--- src/rtl/ttw_ram.sv ---
// ttw_ram: generic simple dual-port RAM, one write and one registered read.
// No dependencies.
module ttw_ram #(
  parameter int WIDTH = 16,
  parameter int DEPTH = 256,
  localparam int AW = $clog2(DEPTH)
) (
  input  logic             clk,
  input  logic             we,
  input  logic [AW-1:0]    waddr,
  input  logic [WIDTH-1:0] wdata,
  input  logic [AW-1:0]    raddr,
  output logic [WIDTH-1:0] rdata
);

  logic [WIDTH-1:0] mem [DEPTH];

  always_ff @(posedge clk) begin
    if (we) begin
      mem[waddr] <= wdata;
    end
    rdata <= mem[raddr];
  end

endmodule

--- config.mk ---
export PLATFORM = sky130hd
export DESIGN_NAME = ttw_ram
export DESIGN_NICKNAME = d
export VERILOG_FILES = /design/src/rtl/ttw_ram.sv
export SDC_FILE = /design/constraint.sdc
export NUM_CORES = 2
export LEC_CHECK = 0
export CAP_MARGIN = 20
export CORE_ASPECT_RATIO = 1.5
export CORE_UTILIZATION = 37
export DETAILED_ROUTE_END_ITERATION = 6
export DONT_BUFFER_PORTS = 1
export SLEW_MARGIN = 10
export SYNTH_ARGS = -nofsm -noshare
export SYNTH_HDL_FRONTEND = slang
export SYNTH_SLANG_ARGS = --single-unit
--- constraint.sdc ---
create_clock -name clk -period 3.4 [get_ports clk]
set_clock_uncertainty 0.15 [all_clocks]
set_input_delay 0.34 -clock clk [delete_from_list [all_inputs] [get_ports clk]]
set_output_delay 0.34 -clock clk [all_outputs]
set_load 0.02 [all_outputs]
======== Word level (Yosys, flattened, before mapping) ========
Memories as Yosys holds them, arrays and structs flattened. A register that Yosys moved wholly into a read port is not among the register bits.
Cells that the tools add are included.
storage, ports and cells
  flip-flop bits (word level) ............. 0
  bits in latches ......................... 0
  RAM bits ................................ 4096
  ROM bits ................................ 0
  input port bits ......................... 34
  output and inout port bits .............. 16
  memories ................................ 1
operators by class
  $add $sub $neg .......................... 0
  multiply operators ...................... 0
  div/mod/pow operators ................... 0
  magnitude comparators ................... 0
  eq/ne operators ......................... 0
  shift-type cells ........................ 0
  mux-type cells .......................... 2
  bitwise gates (word level) .............. 0
  reduce and logical (&&, ||, !) cells .... 0
memory list
  memory  depth  bits a word  rd ports  clocked after Yosys merged registers in  write ports  RTL line  text
  mem     256    16           1         1                                        1            16        logic [WIDTH-1:0] mem [DEPTH];
operators with widths
  operator  count
  $mux W1   2

======== Depth between registers and ports, before layout ========
  depth in word-level cells ............... 2
  mapped depth ............................ 12
  depth with buffers taken out ............ 6

======== Least setup slack after synthesis ========
No wires, ideal clock.
  kind .................................... input to register
  from .................................... input port waddr[3]
  to ...................................... memory mem[235][0], enable pin
  arrival time ............................ 2.117 ns
  required time ........................... 2.862 ns
  setup slack ............................. 0.745 ns
  stages on the path ...................... 6
  cell sequence ........................... clkbuf_1 > nor2b_1 > clkbuf_1 > nand4_1 > clkbuf_1 > nor2_1
RTL lines
  element      RTL line  text
  from (decl)  10        input logic [AW-1:0] waddr,
  to (decl)    16
Straight into the memory's write port.

==> impl_metrics.prom <==
# TYPE chip_impl_metric gauge
chip_impl_metric{name="detail_route.wl_per_cell",unit="µm"} 31.6
chip_impl_metric{name="cts_inserted_buffers",unit=""} 374
chip_impl_metric{name="report.power.total",unit="µW"} 104000
chip_impl_metric{name="fp.dieH",unit="µm"} 804
chip_impl_metric{name="grt_pass1_wl",unit="µm"} 609000
chip_impl_metric{name="total_clock_sinks",unit=""} 4112
chip_impl_info{name="cp-start-kind",value="input pin"} 1
chip_impl_metric{name="total_of_max_cap_violations",unit=""} 0
chip_impl_metric{name="post_synthesis_average_cell_area",unit="µm²"} 21.6
chip_impl_metric{name="max_freq",unit="MHz"} 292
chip_impl_info{name="regToRegEndpoint",value="rdata[12]"} 1
chip_impl_metric{name="met2WireLength",unit="µm"} 227000
chip_impl_metric{name="finalCriticalPeriod",unit="ps"} 3420
chip_impl_info{name="maxUsedRoutingLayer",value="met5"} 1
chip_impl_metric{name="tightest_slew",unit="ps"} 1650
chip_impl_metric{name="postPlaceCellArea",unit="µm²"} 169000
chip_impl_metric{name="slew_headroom",unit=""} -0.0997
chip_impl_metric{name="finalWeightedCongestion",unit=""} 0.871
chip_impl_metric{name="antenna_found_initial",unit=""} 24
chip_impl_metric{name="grt_start_max_net_pins",unit=""} 738
chip_impl_metric{name="die_area",unit="µm²"} 432000
chip_impl_metric{name="final-setup-viol-count",unit=""} 1
chip_impl_metric{name="placedCellCount",unit=""} 13151
chip_impl_metric{name="ir_drop",unit="mV"} 0.448
chip_impl_metric{name="period_share",unit=""} 1.01
chip_impl_metric{name="filler_cell_count",unit=""} 36242
chip_impl_metric{name="drc",unit=""} 0
chip_impl_info{name="post-synth-top-area-cell",value="sky130_fd_sc_hd__edfxtp_1"} 1
chip_impl_info{name="worstSetupEndpoint",value="rdata[6]"} 1
chip_impl_metric{name="synth_largest_type_area_fraction",unit=""} 0.775
chip_impl_metric{name="m1WireLength",unit="µm"} 158000
chip_impl_metric{name="drt_wl_total",unit="µm"} 440000
chip_impl_metric{name="final_net_count",unit=""} 8029
chip_impl_metric{name="sequential_share_of_the_synthesized_area",unit=""} 0.777
chip_impl_info{name="timing_worst_setup_path_type",value="input pin to flip-flop"} 1
chip_impl_metric{name="fin_cells",unit=""} 13934
chip_impl_metric{name="h-tree-depth",unit=""} 5
chip_impl_metric{name="r2r_slack",unit="ps"} 350
chip_impl_metric{name="route.vias.total",unit=""} 78973
chip_impl_info{name="cell_types_with_the_largest_area_share_after_synthesis",value="sky130_fd_sc_hd__edfxtp_1, sky130_fd_sc_hd__mux4_2, sky130_fd_sc_hd__mux2i_1, sky130_fd_sc_hd__o221ai_1, sky130_fd_sc_hd__nor2_1"} 1
chip_impl_info{name="tritoncts",value="built"} 1
chip_impl_metric{name="dpl.hpwl",unit="µm"} 242000
chip_impl_info{name="crit_path_end_kind",value="flip-flop"} 1
chip_impl_metric{name="drtAntennaViolNets",unit=""} 0
chip_impl_metric{name="track_usage",unit=""} 0.198
chip_impl_metric{name="ys_types",unit=""} 52
chip_impl_info{name="rsz0062_at_grt",value="false"} 1
chip_impl_metric{name="design_area",unit="µm²"} 183000
chip_impl_info{name="worst_r2r_startpoint",value="mem[59][12]"} 1
chip_impl_metric{name="clk_latency",unit="ps"} 960
chip_impl_info{name="status",value="complete, but fails checks"} 1
chip_impl_metric{name="synthesis.area",unit="µm²"} 159000
chip_impl_metric{name="cp.arrival",unit="ps"} 4100
chip_impl_metric{name="drive_gt1_frac",unit=""} 0.262
chip_impl_metric{name="report.final.hold_viol_count",unit=""} 418
chip_impl_metric{name="io_pins",unit=""} 50
chip_impl_metric{name="static-leakage-power",unit="µW"} 0.0577
chip_impl_metric{name="vias_in_the_first_global_route",unit=""} 80574
chip_impl_metric{name="maxSlewViolCount",unit=""} 84
chip_impl_metric{name="required",unit="ps"} 4080
chip_impl_metric{name="setup_slack",unit="ps"} -21.1
chip_impl_metric{name="timing.hold.ws",unit="ps"} -554
chip_impl_metric{name="drt_iter0_drc",unit=""} 8297
chip_impl_metric{name="reg2reg_depth",unit=""} 6
chip_impl_metric{name="met3_length",unit="µm"} 28600
chip_impl_metric{name="drtPass1Iterations",unit=""} 6
chip_impl_metric{name="floorplan.initialDensity",unit=""} 0.372
chip_impl_metric{name="clock_pin_transition_on_the_worst_setup_and_hold_timing_paths",unit="ps"} 70
chip_impl_metric{name="buffer_ports.inserted",unit=""} 0
chip_impl_metric{name="area.growth.synth_to_final",unit="%"} 15.1
chip_impl_metric{name="worst-path-max-fanout",unit=""} 145
chip_impl_metric{name="postSynthNetCount",unit=""} 7394
chip_impl_info{name="ctsRootBufferMaster",value="sky130_fd_sc_hd__clkbuf_16"} 1
chip_impl_metric{name="core-area",unit="µm²"} 427000
chip_impl_metric{name="count_of_flip_flops_with_a_built_in_enable_after_synthesis",unit=""} 4096
chip_impl_metric{name="overflow",unit=""} 0
chip_impl_metric{name="largest_buffer_count_on_any_clock_path",unit=""} 4
chip_impl_metric{name="vias_per_cell",unit=""} 5.67
chip_impl_metric{name="core.rowCount",unit=""} 294
chip_impl_metric{name="postSynth.asyncResetShare",unit=""} 0
chip_impl_info{name="violations",value="negative hold slack, max-slew violations, negative setup slack"} 1
chip_impl_metric{name="fp.dieW",unit="µm"} 537
chip_impl_info{name="min_path_type",value="input pin to flip-flop"} 1
chip_impl_info{name="crit_path_start",value="raddr[4]"} 1
chip_impl_metric{name="yosysWarnings",unit=""} 0
chip_impl_metric{name="synth_seq_cells",unit=""} 4112
chip_impl_info{name="synth-main-ff-cell",value="sky130_fd_sc_hd__edfxtp_1"} 1
chip_impl_metric{name="netlist_instances",unit=""} 7360
chip_impl_metric{name="p_per_area",unit="nW/µm²"} 567
## layer usage
metal | GRT usage | vias to the layer above
met2 | 0.348 | 3167
met5 | 0 | -
met3 | 0.0270 | 763
met1 | 0.237 | 42496
met4 | 0.100 | 8
li1 | - | 32539
## through the flow
step | setup TNS [ps] | util | setup WS (ps)
final | -21.1 | 0.428 | -21.1
after global routing | 0 | 0.428 | 5.26
after CTS | 0 | 0.425 | 37.4
after detailed placement | -37010 | 0.395 | -2720
after global placement | -34160 | 0.395 | -2420
after floorplan | 0 | - | 745
## cells by family after synthesis
group                  count (synthesis)  share of synthesized area
DFF                                 4112                      0.777
AOI/OAI and AO/OA                    786                     0.0354
buffers and inverters                456                     0.0169
muxes                               1450                      0.155
and+or+nand+nor                      556                     0.0157
## placed cells by master (no fill, tap or decap), types with 28 or more instances in the layout
master and count:
sky130_fd_sc_hd__mux4_2 797, sky130_fd_sc_hd__edfxtp_1 4096, sky130_fd_sc_hd__clkbuf_1 64, sky130_fd_sc_hd__buf_4 568
sky130_fd_sc_hd__o21ai_0 37, sky130_fd_sc_hd__bufinv_16 37, sky130_fd_sc_hd__a21oi_1 174, sky130_fd_sc_hd__a221oi_1 28
sky130_fd_sc_hd__clkinv_2 60, sky130_fd_sc_hd__dlygate4sd3_1 39, sky130_fd_sc_hd__nand2_1 38, sky130_fd_sc_hd__mux2i_1 565
sky130_fd_sc_hd__nor2_2 51, sky130_fd_sc_hd__o221ai_1 251, sky130_fd_sc_hd__mux2_2 88, sky130_fd_sc_hd__nor3_1 84
sky130_fd_sc_hd__nor2_1 253, sky130_fd_sc_hd__buf_16 41, sky130_fd_sc_hd__a22o_1 32, sky130_fd_sc_hd__clkbuf_16 392
sky130_fd_sc_hd__o22ai_1 148, sky130_fd_sc_hd__buf_12 42, sky130_fd_sc_hd__clkinv_1 81, sky130_fd_sc_hd__a22oi_1 43
## how the worst min path moves through the flow
stage,depth (start not counted),start,slack (ps),end
after floorplan,0,wdata[0],290,mem[0][0]
after global placement,0,wdata[14],310,mem[138][14]
after detailed placement,0,wdata[15],310,mem[138][15]
after CTS,0,wdata[2],-670,mem[215][2]
after global routing,0,wdata[1],-610,mem[215][1]
final,0,wdata[1],-550,mem[215][1]
## synth_stat cells, types with 26 or more instances
cell,count
sky130_fd_sc_hd__a221oi_1,28
sky130_fd_sc_hd__a22oi_1,43
sky130_fd_sc_hd__nand2_1,38
sky130_fd_sc_hd__o221ai_1,252
sky130_fd_sc_hd__mux2_2,88
sky130_fd_sc_hd__o21ai_0,37
sky130_fd_sc_hd__o22ai_1,148
sky130_fd_sc_hd__mux2i_1,565
sky130_fd_sc_hd__nor3_1,92
sky130_fd_sc_hd__edfxtp_1,4096
sky130_fd_sc_hd__nand3_1,35
sky130_fd_sc_hd__buf_1,27
sky130_fd_sc_hd__buf_2,76
sky130_fd_sc_hd__buf_6,77
sky130_fd_sc_hd__a21oi_1,175
sky130_fd_sc_hd__buf_4,26
sky130_fd_sc_hd__mux4_2,797
sky130_fd_sc_hd__nor2_1,304
sky130_fd_sc_hd__a22o_1,32
sky130_fd_sc_hd__clkbuf_1,230
sky130_fd_sc_hd__nand4_1,26
## sequential cells by signal, summed over array words and instances, names as in the netlist
| signal | count |
|---|---|
| mem | 4096 |
| rdata | 16 |
## worst max-delay path, cell delays in order
cell and delay [ps]:
sky130_fd_sc_hd__inv_6 660, sky130_fd_sc_hd__buf_12 290, sky130_fd_sc_hd__buf_4 370, sky130_fd_sc_hd__buf_4 230, sky130_fd_sc_hd__a21oi_1 130, sky130_fd_sc_hd__a21oi_2 510, sky130_fd_sc_hd__nand4_1 530, sky130_fd_sc_hd__nor4_1 410
## what timing repair did
item	CTS	global route
gates cloned	12	9
endpoints found under the setup margin	16	16
endpoints found under the hold margin	4732	1802
pin swaps	0	2
hold buffers	36	24
resized for setup	7	1
buffers inserted	0	0
## area by class of cell
class / count / area, µm² / share of cell area
antenna: 15 / 37.5 / 0.000205
clock buffer: 450 / 9870 / 0.0540
clock inverter: 226 / 2220 / 0.0122
inverter: 4 / 27.5 / 0.000151
multi-input combinational: 2792 / 33000 / 0.180
sequential: 4112 / 123000 / 0.675
tap: 5624 / 7040 / 0.0385
timing repair buffer: 711 / 7240 / 0.0396
## power breakdown
group,switching (µW),internal (µW)
clock network,18700,23600
logic,3220,2000
registers,172,55900
No activity file was read; power rests on OpenSTA's default activity.
