===== src/rtl/ttw_pkg.sv =====
// ttw_pkg: shared constants, payload structs, state codes and address helpers
// for the text terminal writer. No dependencies.
package ttw_pkg;

  localparam int MAX_COLS         = 240;
  localparam int MAX_ROWS         = 68;
  localparam int SCROLLBACK_LINES = 200;

  localparam int GRID_DEPTH = MAX_ROWS * MAX_COLS;
  localparam int GRID_AW    = $clog2(GRID_DEPTH);
  localparam int HIST_DEPTH = SCROLLBACK_LINES * MAX_COLS;
  localparam int HIST_AW    = $clog2(HIST_DEPTH);

  localparam logic [7:0]  CH_NEWLINE   = 8'h0A;
  localparam logic [7:0]  CH_BACKSPACE = 8'h08;
  localparam logic [7:0]  CH_SPACE     = 8'h20;
  localparam logic [15:0] RESET_CELL   = 16'h0720;

  typedef enum logic [1:0] {
    OP_PUT        = 2'd0,
    OP_READ_LIVE  = 2'd1,
    OP_READ_HIST  = 2'd2,
    OP_SET_CURSOR = 2'd3
  } op_t;

  typedef enum logic [2:0] {
    REG_TEXT_COLOR = 3'd0,
    REG_COLS       = 3'd1,
    REG_ROWS       = 3'd2,
    REG_HEADER     = 3'd3,
    REG_STATUS     = 3'd4,
    REG_EDITOR     = 3'd5
  } reg_idx_t;

  typedef enum logic [2:0] {
    ST_CLEAR,
    ST_IDLE,
    ST_READ,
    ST_PUSH_LINE,
    ST_PUSH_RD,
    ST_PUSH_WR,
    ST_MOVE_RD,
    ST_MOVE_WR
  } state_t;

  typedef struct packed {
    op_t        operation;
    logic [7:0] char_code;
    logic [6:0] row;
    logic [7:0] col;
    logic [7:0] history_line;
  } cmd_t;

  typedef struct packed {
    logic [15:0] read_entry;
    logic        read_error;
    logic [6:0]  cursor_row;
    logic [7:0]  cursor_col;
    logic        scrolled;
    logic [7:0]  lines_kept;
  } res_t;

  // Effective screen layout derived from the configuration registers.
  typedef struct packed {
    logic [7:0] text_color;
    logic [7:0] ncols;
    logic [6:0] nrows;
    logic       origin;
    logic [6:0] cnt;
    logic [6:0] max_r;
    logic       editor;
  } layout_t;

  function automatic logic [GRID_AW-1:0] grid_addr(input logic [6:0] r, input logic [7:0] c);
    int a;
    a = int'(r) * MAX_COLS + int'(c);
    return a[GRID_AW-1:0];
  endfunction

  function automatic logic [HIST_AW-1:0] hist_addr(input logic [7:0] s, input logic [7:0] c);
    int a;
    a = int'(s) * MAX_COLS + int'(c);
    return a[HIST_AW-1:0];
  endfunction

  // Ring index wrap; input is known to stay below twice the ring size.
  function automatic logic [7:0] wrap_line(input logic [8:0] s);
    logic [8:0] w;
    w = (s >= 9'(SCROLLBACK_LINES)) ? s - 9'(SCROLLBACK_LINES) : s;
    return w[7:0];
  endfunction

endpackage


===== src/rtl/ttw_regs.sv =====
// ttw_regs: configuration register file and screen layout decode.
// Depends on ttw_pkg.
module ttw_regs (
  input  logic             clk,
  input  logic             rst,
  input  logic             cfg_valid,
  output logic             cfg_ready,
  input  logic [2:0]       cfg_index,
  input  logic [7:0]       cfg_data,
  output ttw_pkg::layout_t lay
);

  logic [7:0] text_color;
  logic [7:0] cols_in_use;
  logic [6:0] rows_in_use;
  logic       header_on;
  logic       status_on;
  logic       editor_on;
  logic [1:0] chrome;

  assign cfg_ready = 1'b1;

  always_ff @(posedge clk) begin
    if (rst) begin
      text_color  <= 8'd7;
      cols_in_use <= 8'd80;
      rows_in_use <= 7'd25;
      header_on   <= 1'b1;
      status_on   <= 1'b1;
      editor_on   <= 1'b0;
    end else if (cfg_valid && cfg_ready) begin
      unique case (cfg_index)
        ttw_pkg::REG_TEXT_COLOR: text_color  <= cfg_data;
        ttw_pkg::REG_COLS:       cols_in_use <= cfg_data;
        ttw_pkg::REG_ROWS:       rows_in_use <= cfg_data[6:0];
        ttw_pkg::REG_HEADER:     header_on   <= cfg_data[0];
        ttw_pkg::REG_STATUS:     status_on   <= cfg_data[0];
        ttw_pkg::REG_EDITOR:     editor_on   <= cfg_data[0];
        default: ;
      endcase
    end
  end

  always_comb begin
    lay.text_color = text_color;
    if (cols_in_use == 8'd0) begin
      lay.ncols = 8'd1;
    end else if (cols_in_use > 8'(ttw_pkg::MAX_COLS)) begin
      lay.ncols = 8'(ttw_pkg::MAX_COLS);
    end else begin
      lay.ncols = cols_in_use;
    end
    if (rows_in_use == 7'd0) begin
      lay.nrows = 7'd1;
    end else if (rows_in_use > 7'(ttw_pkg::MAX_ROWS)) begin
      lay.nrows = 7'(ttw_pkg::MAX_ROWS);
    end else begin
      lay.nrows = rows_in_use;
    end
    chrome     = editor_on ? 2'd0 : 2'({1'b0, header_on}) + 2'({1'b0, status_on});
    lay.cnt    = (lay.nrows > 7'(chrome)) ? lay.nrows - 7'(chrome) : 7'd1;
    lay.origin = !editor_on && header_on;
    lay.max_r  = lay.cnt + 7'(lay.origin);
    lay.editor = editor_on;
  end

endmodule


===== config.mk =====
export PLATFORM = sky130hd
export DESIGN_NAME = ttw_regs
export DESIGN_NICKNAME = d
export VERILOG_FILES = /design/src/rtl/ttw_pkg.sv /design/src/rtl/ttw_regs.sv
export SDC_FILE = /design/constraint.sdc
export NUM_CORES = 1
export LEC_CHECK = 0
export BUFFER_PORTS_ARGS = -buffer_cell sky130_fd_sc_hd__buf_2
export CAP_MARGIN = 20
export CORE_MARGIN = 8
export CORE_UTILIZATION = 43
export DETAILED_ROUTE_END_ITERATION = 12
export PLACE_DENSITY = 0.7
export SLEW_MARGIN = 5
export SYNTH_ARGS = -nofsm -noshare
export SYNTH_HDL_FRONTEND = slang
export SYNTH_SLANG_ARGS = --single-unit

===== constraint.sdc =====
create_clock -name clk -period 6.23 [get_ports clk]
set_clock_uncertainty 0.15 [all_clocks]
set_input_delay 0.623 -clock clk [delete_from_list [all_inputs] [get_ports clk]]
set_output_delay 0.623 -clock clk [all_outputs]
set_load 0.02 [all_outputs]

======== After elaboration in Yosys (flattened, before gate mapping) ========
Index checks and enable logic that the tools add are counted.
cells by class
  eq/ne operators ......................... 5
  multiplexer cells ....................... 6
  magnitude comparators ................... 3
  add/sub/neg operators ................... 3
  reductions and logical operators ........ 11
operators by type and width
  kind                  number
  $mux W7               3
  $mux W8               2
  $reduce_and A2 Y1     6
  $gt A8 B8 Y1 const B  1
  $logic_not A8 Y1      1
  $add A7 B1 Y7         1
  $gt A7 B2 Y1          1
  $gt A7 B7 Y1 const B  1
  $logic_not A7 Y1      1
  $sub A7 B2 Y7         1
  $eq A3 B2 Y1 const B  2
  $eq A3 B3 Y1 const B  2
  $eq A3 B1 Y1 const B  1
  $logic_not A3 Y1      1
  $add A1 B1 Y2         1
  $mux W2               1
  $logic_and A1 B1 Y1   1
  $logic_not A1 Y1      1
word-level totals
  flip-flop bits (word level) ............. 26
  word-level logic and storage cells ...... 34

======== Depth between registers and ports, before layout ========
  depth after elaboration ................. 6
  gate-level depth with buffers ........... 13
  gate-level depth less buffers ........... 13

======== Worst setup path after synthesis ========
Ideal clock, no wire load.
  path type ............................... reg-to-output
  from .................................... register rows_in_use[2]
  to ...................................... output lay[7] (netlist bit)
  slack ................................... 2.276 ns
  cell stages (with the launch flop) ...... 14
  path buffers ............................ 0
  arrival ................................. 3.181 ns
  path through ............................ dfxtp_1 -> or4_1 -> nand2_1 -> nand2_1 -> inv_1 -> ha_1 -> and2b_1 -> o21ai_0 -> nand2_1 -> nand2_1 -> ha_1 -> ha_1 -> o21ai_1 -> o31ai_2
RTL lines
  item                    line            text
  start, declared         ttw_regs.sv:15  logic [6:0] rows_in_use;
  start signal, assigned  ttw_regs.sv:35  ttw_pkg::REG_ROWS: rows_in_use <= cfg_data[6:0];
  end, declared           ttw_regs.sv:10  output ttw_pkg::layout_t lay

==> summary.txt <==
outcome - finished, final reports clean
num rows - 22
CTS resizes - 0
CTS tree - built
CTS hold repair buffers - 0
# IOs - 54
Final #Nets - 248
max cap viols - 0
share of cells above drive strength 1 - 33.3%
synth unique cells - 45
via count - 1,372
Post-Synthesis Cells - 181
maximum fanout along the worst path - 8
syn_nets - 202
TritonCTS Buffers - 3
CP Capture Type - primary output
cell family with most CP delay - simple AND/OR/NAND/NOR gates
EDFF count, synth - 0
vias in the first global route - 1,365
Post-Syn Area per Cell - 8.74 um^2
multi-input combinational cell area - 982 um^2
drt pass-1 iters - 4
all-layer global routing usage - 12.4%
Routed WL - 3.58 mm
main flop type after synthesis - dfxtp_1
Root Buffer - clkbuf_8
switching share of power - 31.4%
ys async rst share - 0%
Layout fillers - 365
total grt overflow - 0
drc violations - 0
Max stage delay on crit path - 0.61 ns
post-route minimum period - 4.30 ns
#FFs+latches synth - 26
Max Fclk - 233 MHz
CP required - 5.46 ns
core area - 0.00361 mm^2
combinational fraction of design power - 29.0%
endpoints failing hold - 0
Die ar. - 0.00588 mm^2
Netlist Area Pre-Place - 0.00158 mm^2
CP Launch Type - flop
Finished Core Util - 53.3%
Final ANT Viol Nets - 0
Post-CTS Setup Inserts - 0
min-delay worst type - reg -> reg
Power Density - 194 mW/mm^2
worst path bufs/invs - 2
DP HPWL - 2.88 mm
WS Path Type - reg -> out
unrepaired setup endpoints after global routing - no
CP arrival - 3.52 ns
GP Congestion - 0.848
VDD IR-drop max - 0.101 mV
# clock sinks - 26
first-pass GRT wire length - 6.33 mm
DRT iter0 DRCs - 76
via/cell ratio - 5.03
Max clock buf depth - 2
period utilization - 69.0%
PortBufs - 52
initial core utilization - 43.9%
deepest level of the CTS H-tree - 1
Seq/Total Area, Yosys - 32.9%
Clock Power Share - 24.3%
crit path cell chain - or4_1 > nand2_1 > nand2_1 > inv_1 > ha_1 > and2b_1 > o21ai_0 > nand2_1 > nand2_1 > ha_1 > ha_1 > o21ai_1 > mux2_2 > buf_2
sequential share of power - 46.8%
slowest CP cell - or4_1
max-slew violations - 0
# setup viols final - 0
Switch Pwr - 117 uW
Most common cell on crit path - nand2_1
die width - 76.7 um
initial antenna violation count - 0
largest net degree at the start of global routing - 27
Pint - 256 uW
Antenna Diode Count - 0
register area - 520 um^2
leakage - 0.000858 uW
Ys Warns - 0
Clk Latency, worst-skew pair - 0.26 ns
Area Growth Syn to Fin - 21.3%
die height - 76.7 um
WL per Instance - 13.1 um
Worst-path clk slew - 0.08 ns
setup TNS - 0 ns
[cell families after synthesis]
group                    count (synthesis)  share of synthesized area, %
adder cells (fa/ha/maj)                  7                          6.01
flip-flops                              26                          32.9
multiplexers                            20                          12.8
other                                    1                         0.237
AO/OA/AOI/OAI                           25                          12.5
AND/OR/NAND/NOR                         77                          28.2
buffers and inverters                   23                          6.24
XOR/XNOR                                 2                          1.11
[tightest hold or removal path, cell delays in order, from the launching register on]
cell and delay, ns:
dfxtp_1 0.33, mux2i_1 0.06, nor2_1 0.07
[cell usage after synthesis, types with 2 or more instances]
library cell / count / area share [%]
dfxtp_1: 26 / 33
nor2_1: 25 / 5.9
mux2i_1: 18 / 11
nor2b_1: 12 / 4.7
a211o_1: 10 / 5.5
inv_1: 9 / 2.1
nand2_1: 9 / 2.1
clkbuf_1: 8 / 1.9
ha_1: 6 / 4.7
a21oi_1: 4 / 1.3
and2_1: 4 / 1.6
buf_2: 4 / 1.3
nor4bb_1: 4 / 2.5
o21ai_0: 4 / 1.3
nor3_1: 3 / 0.95
buf_4: 2 / 0.95
mux2_2: 2 / 1.4
nand4b_1: 2 / 1.1
o31ai_2: 2 / 1.6
or3_1: 2 / 0.79
[path summary, 6_finish.rpt]
check | depth (start not counted) | to | startpoint | slack, ns
min | 2 | text_color[5] | text_color[5] | 0.34
max | 14 | lay[5] | rows_in_use[2] | 1.93
min reg2reg | 2 | text_color[5] | text_color[5] | 0.34
max reg2reg | 2 | rows_in_use[6] | rows_in_use[6] | 5.18
[stage by stage]
step	setup slack (ns)	power [uW]	instance area (um^2)	hold slack, ns	instances
final	1.93	374	1920	0.343	273
after floorplan	2.28	254	1580	0.307	181
after global placement	2.33	288	1870	0.317	269
after global routing	1.56	396	1920	0.399	273
after CTS	1.93	378	1910	0.353	272
after detailed placement	2.23	288	1870	0.333	269
[cell usage in the layout (no fill, tap or decap), types with 2 or more instances in the layout]
cell      instances
buf_2            52
dfxtp_1          26
nor2_1           25
mux2i_1          18
nor2b_1          12
a211o_1          10
nand2_1           9
inv_1             9
ha_1              6
o21ai_0           4
a21oi_1           4
and2_1            4
nor3_1            3
clkbuf_8          3
or3_1             2
o31ai_2           2
mux2_2            2
nor4bb_1          2
nor4bb_2          2
nand4b_1          2
buf_4             2
[layer usage]
| metal | global-route usage, % | wire [um] | vias to the layer above |
|---|---|---|---|
| li1 | - | - | 711 |
| met1 | 15.3 | 1710 | 630 |
| met2 | 20.6 | 1670 | 27 |
| met3 | 3.38 | 159 | 4 |
| met4 | 3.46 | 45 | 0 |
| met5 | 0 | 0 | - |
[sequential cells by signal (all words and copies together) (netlist names)]
| register | flops |
|---|---|
| cols_in_use | 8 |
| editor_on | 1 |
| header_on | 1 |
| rows_in_use | 7 |
| status_on | 1 |
| text_color | 8 |
[layout make-up]
class / count / area share [%]
Tap cell: 48 / 3.13
Sequential cell: 26 / 27.1
Timing Repair Buffer: 55 / 14.7
Inverter: 9 / 1.76
Clock buffer: 3 / 2.15
Multi-Input combinational cell: 132 / 51.1
[power by group through the flow]
stage | clock (uW) | combinational, uW | sequential [uW]
global placement | 0 | 109 | 179
CTS | 93.4 | 110 | 175
floorplan | 0 | 75.3 | 179
global route | 101 | 119 | 176
detailed placement | 0 | 109 | 179
finish | 90.7 | 108 | 175
Power figures use the tool's default switching activity.
